**config.mk**
```make
export PLATFORM = sky130hd
export DESIGN_NAME = amb_cfg_regs
export DESIGN_NICKNAME = d
export VERILOG_FILES = /design/src/rtl/assert_macros.svh /design/src/rtl/amb_pkg.sv /design/src/rtl/amb_cfg_regs.sv
export SDC_FILE = /design/constraint.sdc
export NUM_CORES = 1
export LEC_CHECK = 0
export BUFFER_PORTS_ARGS = -buffer_cell sky130_fd_sc_hd__buf_2
export CORE_MARGIN = 2
export CORE_UTILIZATION = 49
export DETAILED_ROUTE_END_ITERATION = 6
export PLACE_DENSITY = 0.88
export SYNTH_ARGS = -nofsm -noshare
export SYNTH_HDL_FRONTEND = slang
export SYNTH_SLANG_ARGS = --single-unit
```
**constraint.sdc**
```tcl
create_clock -name clk -period 1.2 [get_ports clk]
set_clock_uncertainty 0.15 [all_clocks]
set_input_delay 0.24 -clock clk [delete_from_list [all_inputs] [get_ports clk]]
set_output_delay 0.24 -clock clk [all_outputs]
set_load 0.1 [all_outputs]
```
**src/rtl/assert_macros.svh**
```systemverilog
// assertion macros used by the top-level rtl file of the alert mail burst limiter
// no dependencies; the including module must provide clk and rst_n
`ifndef ASSERT_MACROS_SVH
`define ASSERT_MACROS_SVH

// same-cycle implication, disabled during reset
`define AMB_ASSERT_NOW(label, ante, cons) \
    label: assert property (@(posedge clk) disable iff (!rst_n) (ante) |-> (cons)) \
        else $error("amb assertion failed");

// next-cycle implication, disabled during reset
`define AMB_ASSERT_NEXT(label, ante, cons) \
    label: assert property (@(posedge clk) disable iff (!rst_n) (ante) |=> (cons)) \
        else $error("amb assertion failed");

`endif

```
**src/rtl/amb_pkg.sv**
```systemverilog
// types, codes and constants of the alert mail burst limiter
// no dependencies
package amb_pkg;

    localparam int TIME_W          = 32;
    localparam int LEN_W           = 7;
    localparam int DLEN_W          = 10;
    localparam int SENT_W          = 8;
    localparam int SUPP_W          = 16;
    localparam int CFG_DATA_W      = 32;
    localparam int CFG_INDEX_W     = 3;
    localparam int DIGEST_CAPACITY = 1024;
    localparam int DIGEST_RESERVE  = 40;
    localparam int DIGEST_LIMIT_RESET_I =
        (DIGEST_CAPACITY - DIGEST_RESERVE > 1023) ? 1023 : DIGEST_CAPACITY - DIGEST_RESERVE;

    localparam logic [DLEN_W-1:0] DIGEST_LIMIT_RESET = DLEN_W'(DIGEST_LIMIT_RESET_I);
    localparam logic [SENT_W-1:0] BURST_RESET        = SENT_W'(4);
    localparam logic [TIME_W-1:0] WINDOW_RESET       = TIME_W'(3600);
    localparam logic [TIME_W-1:0] COLLECT_RESET      = TIME_W'(3000);
    localparam logic [TIME_W-1:0] FLUSH_RESET        = TIME_W'(3540);
    // message plus separator headroom in the digest fit check
    localparam logic [DLEN_W:0]   DIGEST_HEADROOM    = (DLEN_W + 1)'(2);

    typedef enum logic [1:0] {
        MODE_ALARM = 2'd0,
        MODE_TICK  = 2'd1,
        MODE_SEND  = 2'd2
    } mode_t;

    typedef enum logic [2:0] {
        ACT_NONE       = 3'd0,
        ACT_SINGLE     = 3'd1,
        ACT_COLLECTED  = 3'd2,
        ACT_SUPPRESSED = 3'd3,
        ACT_DIGEST     = 3'd4
    } action_t;

    typedef enum logic [CFG_INDEX_W-1:0] {
        REG_MAIL_ENABLED   = 3'd0,
        REG_BURST_LIMIT    = 3'd1,
        REG_WINDOW_LENGTH  = 3'd2,
        REG_COLLECT_BEFORE = 3'd3,
        REG_FLUSH_AFTER    = 3'd4,
        REG_DIGEST_LIMIT   = 3'd5
    } cfg_index_t;

    typedef struct packed {
        logic              mail_enabled;
        logic [SENT_W-1:0] burst_limit;
        logic [TIME_W-1:0] window_length;
        logic [TIME_W-1:0] collect_before;
        logic [TIME_W-1:0] flush_after;
        logic [DLEN_W-1:0] digest_limit;
    } cfg_t;

    typedef struct packed {
        logic [1:0]        mode;
        logic [TIME_W-1:0] now_time;
        logic [LEN_W-1:0]  msg_len;
        logic              send_ok;
    } item_t;

    typedef struct packed {
        logic [2:0]        action;
        logic [DLEN_W-1:0] mail_len;
        logic [SUPP_W-1:0] dropped_count;
        logic [SENT_W-1:0] sent_in_window;
        logic              collecting_now;
    } result_t;

endpackage

```
**src/rtl/amb_cfg_regs.sv**
```systemverilog
// configuration register file of the alert mail burst limiter
// depends on amb_pkg
module amb_cfg_regs
    import amb_pkg::*;
(
    input  logic                   clk,
    input  logic                   rst_n,
    input  logic                   wr_en,
    input  logic [CFG_INDEX_W-1:0] wr_index,
    input  logic [CFG_DATA_W-1:0]  wr_data,
    output cfg_t                   cfg
);

    cfg_t cfg_reg;
    cfg_t cfg_next;

    always_comb
    begin
        cfg_next = cfg_reg;
        if (wr_en)
        begin
            unique case (cfg_index_t'(wr_index))
                REG_MAIL_ENABLED:   cfg_next.mail_enabled   = wr_data[0];
                REG_BURST_LIMIT:    cfg_next.burst_limit    = wr_data[SENT_W-1:0];
                REG_WINDOW_LENGTH:  cfg_next.window_length  = wr_data[TIME_W-1:0];
                REG_COLLECT_BEFORE: cfg_next.collect_before = wr_data[TIME_W-1:0];
                REG_FLUSH_AFTER:    cfg_next.flush_after    = wr_data[TIME_W-1:0];
                REG_DIGEST_LIMIT:   cfg_next.digest_limit   = wr_data[DLEN_W-1:0];
                default:            cfg_next = cfg_reg;
            endcase
        end
    end

    always_ff @(posedge clk or negedge rst_n)
    begin
        if (!rst_n)
        begin
            cfg_reg.mail_enabled   <= 1'b0;
            cfg_reg.burst_limit    <= BURST_RESET;
            cfg_reg.window_length  <= WINDOW_RESET;
            cfg_reg.collect_before <= COLLECT_RESET;
            cfg_reg.flush_after    <= FLUSH_RESET;
            cfg_reg.digest_limit   <= DIGEST_LIMIT_RESET;
        end
        else
        begin
            cfg_reg <= cfg_next;
        end
    end

    assign cfg = cfg_reg;

endmodule

```
==> results of run 1 <==
per-stage QoR:
| step | setup WS (ps) | utilization | hold WS, ps | area [µm²] | instances |
|---|---|---|---|---|---|
| floorplan | -209 | - | -206 | 4850 | 249 |
| detailed placement | -568 | 0.873 | 20.0 | 7580 | 517 |
| global placement | -429 | 0.873 | 16.2 | 7580 | 517 |
cells by family after synthesis:
| logic type | count (synthesis) | synth area share |
|---|---|---|
| mux | 115 | 0.296 |
| simple gates | 6 | 0.0134 |
| flops | 115 | 0.664 |
| buf+inv | 13 | 0.0266 |
cells in the mapped netlist:
library cell | count | share of area
and4bb_1 | 1 | 0.0029
buf_2 | 6 | 0.0069
buf_4 | 1 | 0.0017
buf_6 | 3 | 0.0077
buf_8 | 3 | 0.010
dfrtp_1 | 90 | 0.51
dfstp_2 | 25 | 0.15
mux2_1 | 32 | 0.082
mux2_2 | 83 | 0.21
nand4b_1 | 2 | 0.0040
nor4b_1 | 1 | 0.0020
nor4bb_1 | 2 | 0.0046
==> key figures, run 1 <==
Status
  • Status: did not finish
  • Halt Stage: 4_1_cts
  • Error msg: [ERROR DPL-0038] Utilization greater than 100%, impossible to legalize

Die
  • # IOs: 153
  • Starting Density: 0.505
  • Die W: 98.5 µm
  • Die height: 98.5 µm
  • FP Rows: 34

Clocking
  • Post_cts resized: 1
  • Hold_buf cts: 33
  • Clock Sinks: 115
  • H-Tree Depth: 4
  • Root Buffer: clkbuf_8
  • Max clock buf depth: 2
  • # Post-CTS Setup Buffers: 43
  • Cts bufs inserted: 17

Logic synthesis
  • Synth cell types: 12
  • Post-Syn Nets: 287
  • Synth Area per Inst: 17.6 µm²
  • Warnings from Yosys: 0
  • Netlist Area Pre-Place: 0.00438 mm²
  • Seq/Total Area, Yosys: 0.664
  • Seq cells post-synth: 115
  • Cells after Synth: 249

Placement
  • Dpl hpwl: 9380 µm
  • GP Congestion: 0.829
  • Port buffer count: 152
==> run 2, diff against run 1 <==
--- a/config.mk
+++ b/config.mk
@@ -7,9 +7,9 @@
 export LEC_CHECK = 0
 export BUFFER_PORTS_ARGS = -buffer_cell sky130_fd_sc_hd__buf_2
 export CORE_MARGIN = 2
-export CORE_UTILIZATION = 49
+export CORE_UTILIZATION = 35
 export DETAILED_ROUTE_END_ITERATION = 6
-export PLACE_DENSITY = 0.88
+export PLACE_DENSITY_LB_ADDON = 0.15
 export SYNTH_ARGS = -nofsm -noshare
 export SYNTH_HDL_FRONTEND = slang
 export SYNTH_SLANG_ARGS = --single-unit
==> run 2 against run 1 <==
Compared with the run above: the flow now finishes, with violations (setup timing); synthesized cell count stayed put; synthesized area unchanged.
==> key figures, run 2 <==
Status
  • Status: finished, violations left
  • Failing checks: setup timing

Logic synthesis
  • Post-synth top area share: 0.514
  • Asr flop ratio synth: 1.00
  • Commonest cells in the netlist: 90 x dfrtp_1, 83 x mux2_2, 32 x mux2_1
  • Synth cell types: 12
  • Seq/Total Area, Yosys: 0.664
  • Prevailing post-synth register cell: dfrtp_1
  • Most common cell in the synthesized netlist: dfrtp_1
  • Synth Area per Inst: 17.6 µm²
  • Netlist Area Pre-Place: 0.00438 mm²
  • Synth area leader: dfrtp_1
  • Warnings from Yosys: 0
  • Seq cells post-synth: 115
  • Synth top area cells: dfrtp_1 51%, mux2_2 21%, dfstp_2 15%, mux2_1 8.2%, buf_8 1.0%
  • Number of synthesized flops with an enable pin: 0
  • Cells after Synth: 249
  • Post-Syn Nets: 287

Placement
  • Dpl cells: 568
  • GP Congestion: 0.736
  • Port buffer count: 152
  • Area post-placement: 0.00762 mm²
  • Dpl hpwl: 7530 µm

STA
  • Slew headroom: 0.801
  • Slew @ Worst Pin: 299 ps
  • Final setup violation count: 115
  • Max Fclk: 622 MHz
  • WHS: 19.6 ps
  • Slew Viols, Final: 0
  • RSZ-0062 raised after global routing: true
  • Hold Fails Final Rpt: 0
  • Clock period minus worst slack: 1610 ps
  • Tcrit/Tclk final: 1.34
  • Final WS setup: -409 ps
  • Setup TNS: -27,000 ps

Cells and area
  • Fill cells: 806
  • # nets final: 513
  • Number of diodes: 0
  • Final Non-Filler Cells: 655
  • Share of layout cells above drive strength 1: 0.922
  • Most common cell after layout, fill and taps aside: buf_12
  • Layout Area Growth over Synthesis: 102%
  • Most frequent cells in the layout: 125 x buf_12, 90 x dfrtp_2, 71 x mux2_4, 43 x mux2_2
  • Multi-input gate area: 0.00167 mm²
  • FF+latch area: 0.00312 mm²
  • Max FFs per register: 115
  • Design Area, Final: 0.00883 mm²

Global routing
  • Vias in the first global route: 3,349
  • Total gr overflow: 0
  • Largest net degree at the start of global routing: 55
  • First-pass GRT wire length: 18,600 µm
  • GR Util All Layers: 0.188
  • Initial antenna violation count: 0

Worst setup path
  • Setup crit end kind: primary output
  • Cell Chain, Critical Path: buf_12
  • Worst Path Required: 810 ps
  • Worst Path Class, Setup: reg2out
  • CP delay by family, top: flip-flops
  • Worst Path Max Fanout: 2
  • Critical path launch point type: register
  • CP max-delay cell: dfstp_4
  • Worst endpoint data arrival time: 1220 ps
  • CP bufs+invs: 1
  • Max incr delay on CP: 630 ps

Die
  • Placeable core region: 0.0121 mm²
  • Die height: 116 µm
  • FP Rows: 40
  • Starting Density: 0.362
  • Die Area: 0.0134 mm²
  • # IOs: 153
  • Die W: 116 µm

Route
  • DR vias: 3,028
  • 1st-iter DRT viols: 106
  • Metal3 WL: 646 µm
  • Antenna viol nets, final: 0
  • DRC Markers: 0
  • Met2 wire len: 6280 µm
  • WL per Instance: 18.3 µm
  • Detailed Route WL: 12,000 µm
  • Top Layer Used: met4
  • First drt pass iteration count: 4
  • M1 wire length: 4860 µm
  • Detailed-route vias per instance: 4.62

Clocking
  • CTS tree: done
  • Max clock buf depth: 2
  • Root Buffer: clkbuf_16
  • H-Tree Depth: 4
  • Cts bufs inserted: 17
  • Clk Latency, worst-skew pair: 410 ps
  • Worst-path clk slew: 50 ps
  • Clock Sinks: 115

Power
  • PwrDens: 2560 mW/mm²
  • Leakage: 0.00385 µW
  • VDD IR max: 1520 µV

Flow run
  • MaxCap Viol Count: 0

Hold path
  • Hold Crit Class: in2reg
run 2: cell counts after synthesis:
Identical to the previous run, type by type.
run 2: path summary, 6_finish.rpt:
path                             from       end  slack (ps)  depth (start not counted)
setup / recovery              cfg[18]   cfg[18]        -410                          1
setup reg to reg              cfg[74]   cfg[74]          30                          3
min in group asynchronous       rst_n   cfg[79]          90                          2
hold reg to reg              cfg[105]  cfg[105]         390                          1
hold / removal             wr_data[0]    cfg[0]          20                          2
max in group asynchronous       rst_n  cfg[114]         210                          3
run 2: where the power goes:
group          leakage [µW]  internal, µW  total (µW)  switching [µW]
combinational       0.00231          4590       12000            7380
clock              0.000276          2930        4560            1630
sequential          0.00126          5150        6110             965
run 2: kinds of logic after synthesis:
kind of cell	Yosys count	synth area share
buffers and inverters	13	0.0266
flip-flops	115	0.664
multiplexers	115	0.296
AND/OR/NAND/NOR	6	0.0134
run 2: repair_timing:
action                                  in CTS  in global routing
gates resized for setup                      8                 22
hold buffers                                32                  0
hold endpoints to repair                   203                  0
pin swaps                                    1                  2
setup buffers                               14                  7
cloned                                       2                  1
endpoints found under the setup margin     132                177
run 2: stage by stage:
stage          utilization  power [µW]  setup slack [ps]
2_1_floorplan            -       13100              -209
3_3_place_gp         0.629       17700              -610
3_5_place_dp         0.629       17800              -569
4_1_cts              0.716       22700              -425
5_1_grt              0.729       23300              -432
6_report             0.729       22600              -409
run 2: cell type report:
type,instances,share of cell area
repair buffers,220,0.373
flip-flops and latches,115,0.353
multi-input cells,121,0.189
clock buffers,26,0.0588
well taps,168,0.0238
clock inverters,5,0.00283
run 2: layer usage:
metal  up-vias  global-route usage
met5         -                   0
met4         0              0.0810
met2        90               0.316
met3        18              0.0617
met1      1572               0.223
li1       1348                   -
No activity file was read; power rests on OpenSTA's default activity.
