`config.mk`:
```
export PLATFORM = sky130hd
export DESIGN_NAME = amb_core
export DESIGN_NICKNAME = d
export VERILOG_FILES = /design/src/rtl/assert_macros.svh /design/src/rtl/amb_pkg.sv /design/src/rtl/amb_core.sv
export SDC_FILE = /design/constraint.sdc
export NUM_CORES = 1
export LEC_CHECK = 0
export BUFFER_PORTS_ARGS = -buffer_cell sky130_fd_sc_hd__buf_2
export CORE_UTILIZATION = 43
export CTS_BUF_LIST = sky130_fd_sc_hd__clkbuf_8
export DETAILED_ROUTE_END_ITERATION = 8
export MAX_ROUTING_LAYER = met4
export PLACE_DENSITY_LB_ADDON = 0.25
export RECOVER_POWER = 25
export SETUP_SLACK_MARGIN = 0.2
export SYNTH_ARGS = -nofsm -noshare
export SYNTH_HDL_FRONTEND = slang
export SYNTH_SLANG_ARGS = --single-unit
```
`constraint.sdc`:
```
create_clock -name clk -period 10.7 [get_ports clk]
set_input_delay 1.07 -clock clk [delete_from_list [all_inputs] [get_ports clk]]
set_output_delay 1.07 -clock clk [all_outputs]
set_load 0.02 [all_outputs]
```
`src/rtl/assert_macros.svh`:
```
// assertion macros used by the top-level rtl file of the alert mail burst limiter
// no dependencies; the including module must provide clk and rst_n
`ifndef ASSERT_MACROS_SVH
`define ASSERT_MACROS_SVH

// same-cycle implication, disabled during reset
`define AMB_ASSERT_NOW(label, ante, cons) \
    label: assert property (@(posedge clk) disable iff (!rst_n) (ante) |-> (cons)) \
        else $error("amb assertion failed");

// next-cycle implication, disabled during reset
`define AMB_ASSERT_NEXT(label, ante, cons) \
    label: assert property (@(posedge clk) disable iff (!rst_n) (ante) |=> (cons)) \
        else $error("amb assertion failed");

`endif

```
`src/rtl/amb_pkg.sv`:
```
// types, codes and constants of the alert mail burst limiter
// no dependencies
package amb_pkg;

    localparam int TIME_W          = 32;
    localparam int LEN_W           = 7;
    localparam int DLEN_W          = 10;
    localparam int SENT_W          = 8;
    localparam int SUPP_W          = 16;
    localparam int CFG_DATA_W      = 32;
    localparam int CFG_INDEX_W     = 3;
    localparam int DIGEST_CAPACITY = 1024;
    localparam int DIGEST_RESERVE  = 40;
    localparam int DIGEST_LIMIT_RESET_I =
        (DIGEST_CAPACITY - DIGEST_RESERVE > 1023) ? 1023 : DIGEST_CAPACITY - DIGEST_RESERVE;

    localparam logic [DLEN_W-1:0] DIGEST_LIMIT_RESET = DLEN_W'(DIGEST_LIMIT_RESET_I);
    localparam logic [SENT_W-1:0] BURST_RESET        = SENT_W'(4);
    localparam logic [TIME_W-1:0] WINDOW_RESET       = TIME_W'(3600);
    localparam logic [TIME_W-1:0] COLLECT_RESET      = TIME_W'(3000);
    localparam logic [TIME_W-1:0] FLUSH_RESET        = TIME_W'(3540);
    // message plus separator headroom in the digest fit check
    localparam logic [DLEN_W:0]   DIGEST_HEADROOM    = (DLEN_W + 1)'(2);

    typedef enum logic [1:0] {
        MODE_ALARM = 2'd0,
        MODE_TICK  = 2'd1,
        MODE_SEND  = 2'd2
    } mode_t;

    typedef enum logic [2:0] {
        ACT_NONE       = 3'd0,
        ACT_SINGLE     = 3'd1,
        ACT_COLLECTED  = 3'd2,
        ACT_SUPPRESSED = 3'd3,
        ACT_DIGEST     = 3'd4
    } action_t;

    typedef enum logic [CFG_INDEX_W-1:0] {
        REG_MAIL_ENABLED   = 3'd0,
        REG_BURST_LIMIT    = 3'd1,
        REG_WINDOW_LENGTH  = 3'd2,
        REG_COLLECT_BEFORE = 3'd3,
        REG_FLUSH_AFTER    = 3'd4,
        REG_DIGEST_LIMIT   = 3'd5
    } cfg_index_t;

    typedef struct packed {
        logic              mail_enabled;
        logic [SENT_W-1:0] burst_limit;
        logic [TIME_W-1:0] window_length;
        logic [TIME_W-1:0] collect_before;
        logic [TIME_W-1:0] flush_after;
        logic [DLEN_W-1:0] digest_limit;
    } cfg_t;

    typedef struct packed {
        logic [1:0]        mode;
        logic [TIME_W-1:0] now_time;
        logic [LEN_W-1:0]  msg_len;
        logic              send_ok;
    } item_t;

    typedef struct packed {
        logic [2:0]        action;
        logic [DLEN_W-1:0] mail_len;
        logic [SUPP_W-1:0] dropped_count;
        logic [SENT_W-1:0] sent_in_window;
        logic              collecting_now;
    } result_t;

endpackage

```
`src/rtl/amb_core.sv`:
```
// window, burst and digest state of the limiter with its per-item update logic
// depends on amb_pkg
module amb_core
    import amb_pkg::*;
(
    input  logic    clk,
    input  logic    rst_n,
    input  logic    advance,
    input  item_t   item,
    input  cfg_t    cfg,
    output result_t result
);

    logic              window_open_reg,  window_open_next;
    logic [TIME_W-1:0] window_start_reg, window_start_next;
    logic [SENT_W-1:0] sent_count_reg,   sent_count_next;
    logic              collecting_reg,   collecting_next;
    logic [DLEN_W-1:0] digest_len_reg,   digest_len_next;
    logic [SUPP_W-1:0] supp_count_reg,   supp_count_next;

    logic [TIME_W-1:0] elapsed;
    logic [TIME_W-1:0] elapsed_eff;
    logic              new_window;
    logic [DLEN_W:0]   fit_sum;
    logic              fits;
    logic [DLEN_W-1:0] appended_len;
    logic [2:0]        action;
    logic [DLEN_W-1:0] mail_len;
    logic [SUPP_W-1:0] dropped;

    assign elapsed    = item.now_time - window_start_reg;
    assign new_window = !window_open_reg || (elapsed >= cfg.window_length);
    // a fresh window starts at the item time, so its elapsed time is zero
    assign elapsed_eff = new_window ? '0 : elapsed;

    // digest fit check runs on the post-window-check digest length
    always_comb
    begin
        logic [DLEN_W-1:0] base_len;
        base_len     = new_window ? '0 : digest_len_reg;
        fit_sum      = {1'b0, base_len} + (DLEN_W + 1)'(item.msg_len) + DIGEST_HEADROOM;
        fits         = fit_sum < {1'b0, cfg.digest_limit};
        appended_len = base_len + DLEN_W'(base_len != '0) + DLEN_W'(item.msg_len);
    end

    always_comb
    begin
        window_open_next  = window_open_reg;
        window_start_next = window_start_reg;
        sent_count_next   = sent_count_reg;
        collecting_next   = collecting_reg;
        digest_len_next   = digest_len_reg;
        supp_count_next   = supp_count_reg;
        action            = ACT_NONE;
        mail_len          = '0;
        dropped           = '0;

        case (mode_t'(item.mode))
            MODE_ALARM:
            begin
                if (cfg.mail_enabled)
                begin
                    if (new_window)
                    begin
                        window_open_next  = 1'b1;
                        window_start_next = item.now_time;
                        sent_count_next   = '0;
                        collecting_next   = 1'b0;
                        digest_len_next   = '0;
                        supp_count_next   = '0;
                    end
                    if (collecting_next
                        || (sent_count_next >= cfg.burst_limit
                            && elapsed_eff < cfg.collect_before))
                    begin
                        collecting_next = 1'b1;
                        if (fits)
                        begin
                            action          = ACT_COLLECTED;
                            digest_len_next = appended_len;
                        end
                        else
                        begin
                            action = ACT_SUPPRESSED;
                            if (supp_count_next != '1)
                                supp_count_next = supp_count_next + 1'b1;
                        end
                    end
                    else
                    begin
                        action   = ACT_SINGLE;
                        mail_len = DLEN_W'(item.msg_len);
                    end
                end
            end
            MODE_TICK:
            begin
                if (collecting_reg && window_open_reg && elapsed >= cfg.flush_after)
                begin
                    if (digest_len_reg != '0 && cfg.mail_enabled)
                    begin
                        action   = ACT_DIGEST;
                        mail_len = digest_len_reg;
                        dropped  = supp_count_reg;
                    end
                    // a due digest is discarded even when no mail can go out
                    digest_len_next = '0;
                    supp_count_next = '0;
                    collecting_next = 1'b0;
                end
            end
            MODE_SEND:
            begin
                if (item.send_ok && sent_count_reg != '1)
                    sent_count_next = sent_count_reg + 1'b1;
            end
            default:
            begin
                action = ACT_NONE;
            end
        endcase
    end

    always_ff @(posedge clk or negedge rst_n)
    begin
        if (!rst_n)
        begin
            window_open_reg  <= 1'b0;
            window_start_reg <= '0;
            sent_count_reg   <= '0;
            collecting_reg   <= 1'b0;
            digest_len_reg   <= '0;
            supp_count_reg   <= '0;
        end
        else if (advance)
        begin
            window_open_reg  <= window_open_next;
            window_start_reg <= window_start_next;
            sent_count_reg   <= sent_count_next;
            collecting_reg   <= collecting_next;
            digest_len_reg   <= digest_len_next;
            supp_count_reg   <= supp_count_next;
        end
    end

    assign result.action         = action;
    assign result.mail_len       = mail_len;
    assign result.dropped_count  = dropped;
    assign result.sent_in_window = sent_count_next;
    assign result.collecting_now = collecting_next;

endmodule
```
==> results of run 1 <==
-- cell type report --
cell class,count,area share [%]
clock buffer,12,1.578
timing repair buffer,207,10.18
tap,270,3.229
antenna,1,0.02391
inverter,168,6.027
sequential,68,16.26
clock inverter,4,0.2272
multi-input combinational,836,62.48
-- where the power goes --
group          total (mW)  switching, mW  leakage (nW)  internal (mW)
combinational        2.05           1.16          4.86          0.897
clock               0.216          0.114        0.0958          0.102
sequential          0.390         0.0556         0.881          0.335
total                2.66           1.33          5.84           1.33
-- metal layers --
metal  vias up  routed length, um  global-route usage (%)
met2       259              11370                   40.79
met5         -                  0                       -
li1       4293                  -                       -
met1      3946              11870                   32.00
met3        27               1236                   3.000
met4         0                504                   8.021
-- layout by cell type, fill, tap and decap left out, drive strengths merged, types with 17 or more instances in the layout --
cell type and instances:
a21oi 67, xor2 17, mux2 39, nand2 72, nor2 45, inv 169, xnor2 24, buf 206
nor3 21, a22o 17, ha 160, o21ai 39, and2 27, and3 52, dfrtp 68, nand3 34
o211ai 17, a21o 41
-- per-stage QoR --
stage | power, mW | std cells
after global routing | 2.985 | 1566
after detailed placement | 2.410 | 1547
after floorplan | 1.910 | 1098
after CTS | 2.646 | 1563
final | 2.660 | 1566
after global placement | 2.361 | 1547
-- cells by family after synthesis --
family | Yosys count
simple gates | 328
compound gates | 255
buf+inv | 194
fa+ha+maj | 168
flops | 68
mux | 44
xor+xnor | 41
-- what timing repair did --
action,in CTS,in global routing
hold endpoints to repair,0,0
gates resized for setup,0,6
buffers inserted,0,2
endpoints found under the setup margin,0,1
-- critical path: cells and delay by family --
family	cells	cell delay, ns
buffers and inverters	6	0.54
AO/OA/AOI/OAI	16	3.29
XOR/XNOR	2	0.37
AND/OR/NAND/NOR	8	1.52
adder cells (fa/ha/maj)	7	2.04
-- how the worst max path moves through the flow --
stage / start / endpoint / slack [ns] / depth (start not counted)
2_1_floorplan: item[8] / result[35] / 1.39 / 36
3_3_place_gp: item[8] / result[35] / 0.72 / 37
3_5_place_dp: item[8] / result[35] / 0.50 / 37
4_1_cts: item[8] / result[35] / 0.43 / 37
5_1_grt: item[8] / result[35] / 0.22 / 37
6_report: item[8] / result[35] / 0.80 / 39
==> impl_results.rst, run 1 <==
.. list-table::
   :header-rows: 1

   * - Metric
     - Value
   * - Outcome
     - finished with violations
   * - Failing checks
     - max-capacitance violations, max-slew violations
   * - Master cell of the clock root buffer
     - sky130_fd_sc_hd__clkbuf_8
   * - Clock network latency to the later pin of the worst-skew pair
     - 0.38 ns
   * - Number of global-route vias before repair
     - 8641
   * - TNS Setup
     - 0 ns
   * - Hold_sp
     - window_start_reg[17]
   * - Via total after detailed routing
     - about 8500
   * - Final ANT Viol Nets
     - 0
   * - Headroom to the max-slew limit
     - -173.2%
   * - Final min period
     - 9.901 ns
   * - Number of flops mapped to enable cells by yosys
     - 0
   * - R2R Path End
     - supp_count_reg[4]
   * - Element type at the critical path start
     - input port
   * - WHS Endpoint
     - window_start_reg[17]
   * - Max IR drop VDD
     - about 0.12 mV
   * - DRC violations left
     - 0
   * - Average vias per placed instance
     - between 5 and 6
   * - Slowest Stage Delay on Critical Path
     - about 0.42 ns
   * - Unrepaired setup endpoints after global routing
     - false
   * - Congestion Overflow GR
     - 0
   * - Top cells by area in the synthesized netlist
     - sky130_fd_sc_hd__ha_1 22%, sky130_fd_sc_hd__dfrtp_1 19%, sky130_fd_sc_hd__inv_1 7.0%
   * - Synth Area in Compound Gates
     - about a fifth
   * - Synthesized netlist net count
     - between 1000 and 1500
   * - Biggest fanout along the worst timing path
     - 7
   * - Max Root-Sink Buffers
     - 2
   * - Sequential fraction of the synthesis area
     - around a fifth
   * - Worst reg2reg startpoint
     - window_start_reg[0]
   * - Transition time at the pin with the least slew margin
     - ~4 ns
   * - Worst reg-to-reg path cell count
     - 38
   * - Post-Syn Instances
     - 1098
   * - Core utilization of the finished layout
     - about 52%
   * - Critical-path top delay cell
     - sky130_fd_sc_hd__fa_1
   * - Share of flip-flops with an asynchronous set or reset
     - 100.0%
   * - Aggregate global-route resource usage
     - 24.96%
   * - Proportion of netlist area held by the largest area contributor
     - between 20% and 30%
   * - Fraction of synthesized cell area in xor and xnor cells
     - about 4.0%
   * - Drt wl/cell
     - around 16 um
   * - Leakage component of the power
     - between 5 and 6 nW
   * - Flip-flop and latch area
     - 0.001702 mm^2
   * - Post-CTS Hold Fix Bufs
     - 0
   * - Cell mode on critical path
     - sky130_fd_sc_hd__ha_1
   * - Flop2flop setup slack
     - between 2 and 2.5 ns
   * - Unique cell type count in the Yosys netlist
     - 71
   * - Most frequent cells after synthesis
     - 168 x sky130_fd_sc_hd__inv_1, 160 x sky130_fd_sc_hd__ha_1, 72 x sky130_fd_sc_hd__nand2_1, 68 x sky130_fd_sc_hd__dfrtp_1, 65 x sky130_fd_sc_hd__a21oi_1
   * - Cell type with the highest aggregate area in the netlist
     - sky130_fd_sc_hd__ha_1
   * - DRT Pass-1 Iters
     - 5
   * - Die Area
     - between 0.02 and 0.025 mm^2
   * - IO Port Bufs
     - around 200
   * - Global-route wire length before repair
     - 41680 um
   * - Hold path depth
     - 1
   * - Period Utilization, post-route
     - 92.54%
   * - Synth Cell Area
     - roughly 0.0090 mm^2
   * - Placed cell area
     - 0.01023 mm^2
   * - DIE WIDTH
     - ~150 um
   * - Post-synthesis adder-cell area fraction
     - about a quarter
   * - Pin count of the biggest net entering global routing
     - 69
   * - Number of flip-flops under the largest register name
     - 32
   * - Worst setup slack after placement
     - about 0.50 ns
   * - Share of cells above drive strength 1
     - between 20% and 30%
   * - Max capacitance violation total
     - 1
   * - I/O pin count
     - around 200
   * - Clock sink total
     - 68
   * - Mux contribution to synthesized area
     - under 10%
   * - Finish-stage setup viols
     - 0
   * - Nature of the critical path endpoint
     - output pin
   * - Fill cell count
     - 2009
   * - Leading register cell type out of synthesis
     - sky130_fd_sc_hd__dfrtp_1
   * - Wire length after detailed routing
     - 24980 um
   * - Site Rows
     - 52
   * - Drt first-iter violations
     - approximately 400
   * - Mean area per synthesized cell
     - 8.160 um^2
   * - H-Tree Level Count
     - 3
   * - Required arrival time at the worst endpoint
     - 9.63 ns
   * - Clock slew at reported path FFs
     - 0.07 ns
   * - CTS tree
     - yes
   * - Fraction of the mapped netlist area in simple logic gates
     - around 20%
   * - Final critical-path setup slack
     - between 0.7 and 0.8 ns
   * - Total count of max-transition violations in the final report
     - 69
   * - Maximum frequency from static timing analysis
     - between 100 and 150 MHz
   * - Post-route design area
     - around 0.010 mm^2
   * - Critical setup path kind
     - in -> out
   * - Area Overhead vs Synth
     - 16.79%
   * - Multi-input gate area
     - ~0.0065 mm^2
   * - Ys Warns
     - 0
   * - Post-layout net count
     - roughly 1600
   * - Number of buffers added by the clock tree synthesis step
     - 9
   * - Power density over the cells
     - roughly 250 mW/mm^2
   * - Worst clock skew
     - approximately 0.014 ns
   * - Area of the placeable core
     - between 0.02 and 0.025 mm^2
   * - Sum of net half-perimeters after detailed placement
     - 20290 um
   * - Antenna violations before repair
     - 1
   * - Hold violation total from the final report
     - 0
   * - Starting density of the core
     - 44.14%
   * - Vertical die dimension
     - roughly 150 um
   * - Worst min-delay path class
     - reg -> reg
   * - Flop and latch count out of synthesis
     - 68
   * - Most frequent cell after synthesis
     - sky130_fd_sc_hd__inv_1
   * - Hold Worst Slack
     - slightly above 0.5 ns
   * - Arrival time at the worst endpoint
     - ~8.8 ns
   * - Dominant combinational cell family by area after synthesis
     - adder cells
   * - Final weighted congestion in routability-driven placement
     - 0.9267
Power figures use the tool's default switching activity.
==> run 2: changes to the inputs <==
--- a/config.mk
+++ b/config.mk
@@ -5,14 +5,13 @@
 export SDC_FILE = /design/constraint.sdc
 export NUM_CORES = 1
 export LEC_CHECK = 0
-export BUFFER_PORTS_ARGS = -buffer_cell sky130_fd_sc_hd__buf_2
 export CORE_UTILIZATION = 43
 export CTS_BUF_LIST = sky130_fd_sc_hd__clkbuf_8
 export DETAILED_ROUTE_END_ITERATION = 8
+export DONT_BUFFER_PORTS = 1
 export MAX_ROUTING_LAYER = met4
 export PLACE_DENSITY_LB_ADDON = 0.25
 export RECOVER_POWER = 25
-export SETUP_SLACK_MARGIN = 0.2
 export SYNTH_ARGS = -nofsm -noshare
 export SYNTH_HDL_FRONTEND = slang
 export SYNTH_SLANG_ARGS = --single-unit
==> run 2 against run 1 <==
Net effect: the flow now finishes without violations; non-clock buffer count is 199 lower; largest cell class unchanged; flip-flop and latch count stayed put; setup slack worse by 0.11 ns; critical path type unchanged; cell count is 13% lower; worst hold slack worse by 0.13 ns; design area is 9.7% lower; wire length is 1.9% lower.
==> impl_results.rst, run 2 (synthesis results as in run 1) <==
.. list-table::
   :header-rows: 1

   * - Metric
     - Value
   * - Most common cell after layout, fill and taps aside
     - sky130_fd_sc_hd__inv_1 (was sky130_fd_sc_hd__buf_2)
   * - Worst reg2reg startpoint
     - window_start_reg[0] (unchanged)
   * - Hold violation total from the final report
     - 0 (unchanged)
   * - Wire length after detailed routing
     - 24510 um (was 24980 um)
   * - Period Utilization, post-route
     - 93.54% (was 92.54%)
   * - Area of the placeable core
     - 0.02030 mm^2 (unchanged)
   * - Cell total after placement
     - 1350 (was 1547)
   * - Master cell of the clock root buffer
     - sky130_fd_sc_hd__clkbuf_8 (unchanged)
   * - Nature of the critical path endpoint
     - output pin (unchanged)
   * - Most frequent cells in the layout
     - 168 x sky130_fd_sc_hd__inv_1, 160 x sky130_fd_sc_hd__ha_1, 72 x sky130_fd_sc_hd__nand2_1, 68 x sky130_fd_sc_hd__dfrtp_1, 63 x sky130_fd_sc_hd__a21oi_1 (was 197 x sky130_fd_sc_hd__buf_2, 169 x sky130_fd_sc_hd__inv_1, 160 x sky130_fd_sc_hd__ha_1, 72 x sky130_fd_sc_hd__nand2_1, 68 x sky130_fd_sc_hd__dfrtp_1)
   * - H-Tree Level Count
     - 3 (unchanged)
   * - CTS tree
     - yes (unchanged)
   * - Number of buffers added by the clock tree synthesis step
     - 9 (unchanged)
   * - Cell mode on critical path
     - sky130_fd_sc_hd__ha_1 (unchanged)
   * - Element type at the critical path start
     - input port (unchanged)
   * - Overall Power
     - 2.623 mW (was 2.660 mW)
   * - Via total after detailed routing
     - 7748 (was 8525)
   * - Share of cells above drive strength 1
     - 7.664% (was 21.85%)
   * - Biggest fanout along the worst timing path
     - 26 (was 7)
   * - Die Area
     - 0.02142 mm^2 (unchanged)
   * - Maximum frequency from static timing analysis
     - 99.91 MHz (was 101.0 MHz)
   * - Post-layout net count
     - 1419 (was 1618)
   * - Required arrival time at the worst endpoint
     - 9.63 ns (about the same)
   * - Final min period
     - 10.01 ns (was 9.901 ns)
   * - Clock sink total
     - 68 (unchanged)
   * - Finish-stage setup viols
     - 0 (unchanged)
   * - Worst clock skew
     - 0.01767 ns (was 0.01377 ns)
   * - DRC violations left
     - 0 (unchanged)
   * - Sum of net half-perimeters after detailed placement
     - 20000 um (was 20290 um)
   * - Worst reg-to-reg path cell count
     - 36 (was 38)
   * - Site Rows
     - 52 (unchanged)
   * - Number of cells on the critical path
     - 35 (was 39)
   * - TNS Setup
     - 0 ns (unchanged)
   * - Final standard cell count with taps included and fillers excluded
     - 1366 (was 1566)
   * - Headroom to the max-slew limit
     - 39.62% (was -173.2%)
   * - Area Overhead vs Synth
     - 5.404% (was 16.79%)
   * - Clock slew at reported path FFs
     - 0.08 ns (was 0.07 ns)
   * - Transition time at the pin with the least slew margin
     - 0.9002 ns (was 4.097 ns)
   * - Unrepaired setup endpoints after global routing
     - false (unchanged)
   * - Final weighted congestion in routability-driven placement
     - 0.8600 (was 0.9267)
   * - Flop2flop setup slack
     - 1.75 ns (was 2.06 ns)
   * - Leakage component of the power
     - 5.004 nW (was 5.842 nW)
   * - Congestion Overflow GR
     - 0 (unchanged)
   * - R2R Path End
     - supp_count_reg[4] (unchanged)
   * - Number of flip-flops under the largest register name
     - 32 (unchanged)
   * - Final ANT Viol Nets
     - 0 (unchanged)
   * - Final critical-path setup slack
     - 0.6911 ns (was 0.7987 ns)
   * - Starting density of the core
     - 44.14% (unchanged)
   * - Global-route wire length before repair
     - 39150 um (was 41680 um)
   * - Total count of max-transition violations in the final report
     - 0 (was 69)
   * - Drt first-iter violations
     - 294 (was 390)
   * - Max IR drop VDD
     - 0.1431 mV (was 0.1166 mV)
   * - Aggregate global-route resource usage
     - 23.88% (was 24.96%)
   * - Arrival time at the worst endpoint
     - 8.94 ns (was 8.83 ns)
   * - Capture point of the critical path
     - result[35] (unchanged)
   * - Outcome
     - complete, no violations (was finished with violations)
   * - Power density over the cells
     - 277.7 mW/mm^2 (was 254.2 mW/mm^2)
   * - DRT Pass-1 Iters
     - 5 (unchanged)
   * - Placed cell area
     - 0.009245 mm^2 (was 0.01023 mm^2)
   * - Core utilization of the finished layout
     - 46.52% (was 51.55%)
   * - Critical setup path kind
     - in -> out (unchanged)
   * - Worst min-delay path class
     - in -> async (was reg -> reg)
   * - Gate family responsible for the most delay along the worst path
     - compound AO/OA/AOI/OAI gates (unchanged)
   * - Post-route design area
     - 0.009444 mm^2 (was 0.01046 mm^2)
   * - Post-CTS Hold Fix Bufs
     - 0 (unchanged)
   * - Worst setup slack after placement
     - 0.5518 ns (was 0.5010 ns)
   * - Start point of the critical path
     - item[8] (unchanged)
   * - Max capacitance violation total
     - 0 (was 1)
   * - Drt wl/cell
     - 17.94 um (was 15.95 um)
   * - Number of global-route vias before repair
     - 7593 (was 8641)
   * - Vertical die dimension
     - 146.4 um (unchanged)
   * - Pin count of the biggest net entering global routing
     - 69 (unchanged)
   * - Antenna violations before repair
     - 0 (was 1)
   * - Slowest Stage Delay on Critical Path
     - 0.48 ns (was 0.42 ns)
   * - Average vias per placed instance
     - 5.672 (was 5.444)
   * - Critical-path top delay cell
     - sky130_fd_sc_hd__fa_1 (unchanged)
   * - I/O pin count
     - 198 (unchanged)
   * - Clock network latency to the later pin of the worst-skew pair
     - 0.39 ns (was 0.38 ns)
   * - Hold Worst Slack
     - 0.3734 ns (was 0.5068 ns)
   * - DIE WIDTH
     - 146.4 um (unchanged)
   * - IO Port Bufs
     - 0 (was 197)
   * - Sum of buffers and inverters on the critical path
     - 3 (was 6)
   * - Fill cell count
     - 2024 (was 2009)
   * - Number of diodes
     - 0 (was 1)
   * - Max Root-Sink Buffers
     - 2 (unchanged)
[run 2: cell types whose count changed in the layout (fill, tap and decap cells not counted), sizes merged, moves of 2 or more]
cell,previous run,this run
buf,206,8
clkinv,1,6
clkinvlp,2,0
clkbuf,13,9
[run 2: worst min-delay path by stage]
stage	startpoint	to	slack [ns]	depth (start not counted)
final	rst_n	window_start_reg[27]	0.37	0
after global routing	rst_n	sent_count_reg[4]	0.35	0
after CTS	rst_n	sent_count_reg[4]	0.35	0
after detailed placement	window_start_reg[14]	window_start_reg[14]	0.49	1
after global placement	window_start_reg[22]	window_start_reg[22]	0.49	1
after floorplan	window_open_reg	window_open_reg	0.45	1
[run 2: worst reg2reg max path: cells and delay by family, from the launching register on]
kind | cells | cell delay [ns]
compound gates | 18 | 4.01
xor+xnor | 2 | 0.36
fa+ha+maj | 6 | 1.93
buf+inv | 2 | 0.34
flops | 1 | 0.36
simple gates | 8 | 1.89
[run 2: metal layers]
metal / global-route usage (%) / wire (um) / up-vias
met5: - / 0 / -
met2: 37.62 / 11090 / 211
met1: 31.14 / 11610 / 3617
met3: 4.563 / 1361 / 27
li1: - / - / 3893
met4: 6.510 / 455 / 0
[run 2: power breakdown]
group	internal (mW)	switching, mW
Sequential	0.335	0.0562
Clock	0.107	0.120
Combinational	0.862	1.14
Total	1.30	1.32
[run 2: layout make-up]
cell class              instances  area, um^2  share of cell area [%]
well taps                     270       337.8                   3.577
clock buffers                   9       123.9                   1.312
clock inverters                 7       67.56                  0.7154
repair buffers                  8       60.06                  0.6359
flip-flops and latches         68        1702                   18.02
inverters                     168       630.6                   6.677
multi-input cells             836        6523                   69.06
[run 2: what timing repair did]
| item | CTS | global route |
|---|---|---|
| resized for setup | 0 | 2 |
| endpoints found under the setup margin | 0 | 1 |
| setup buffers | 0 | 0 |
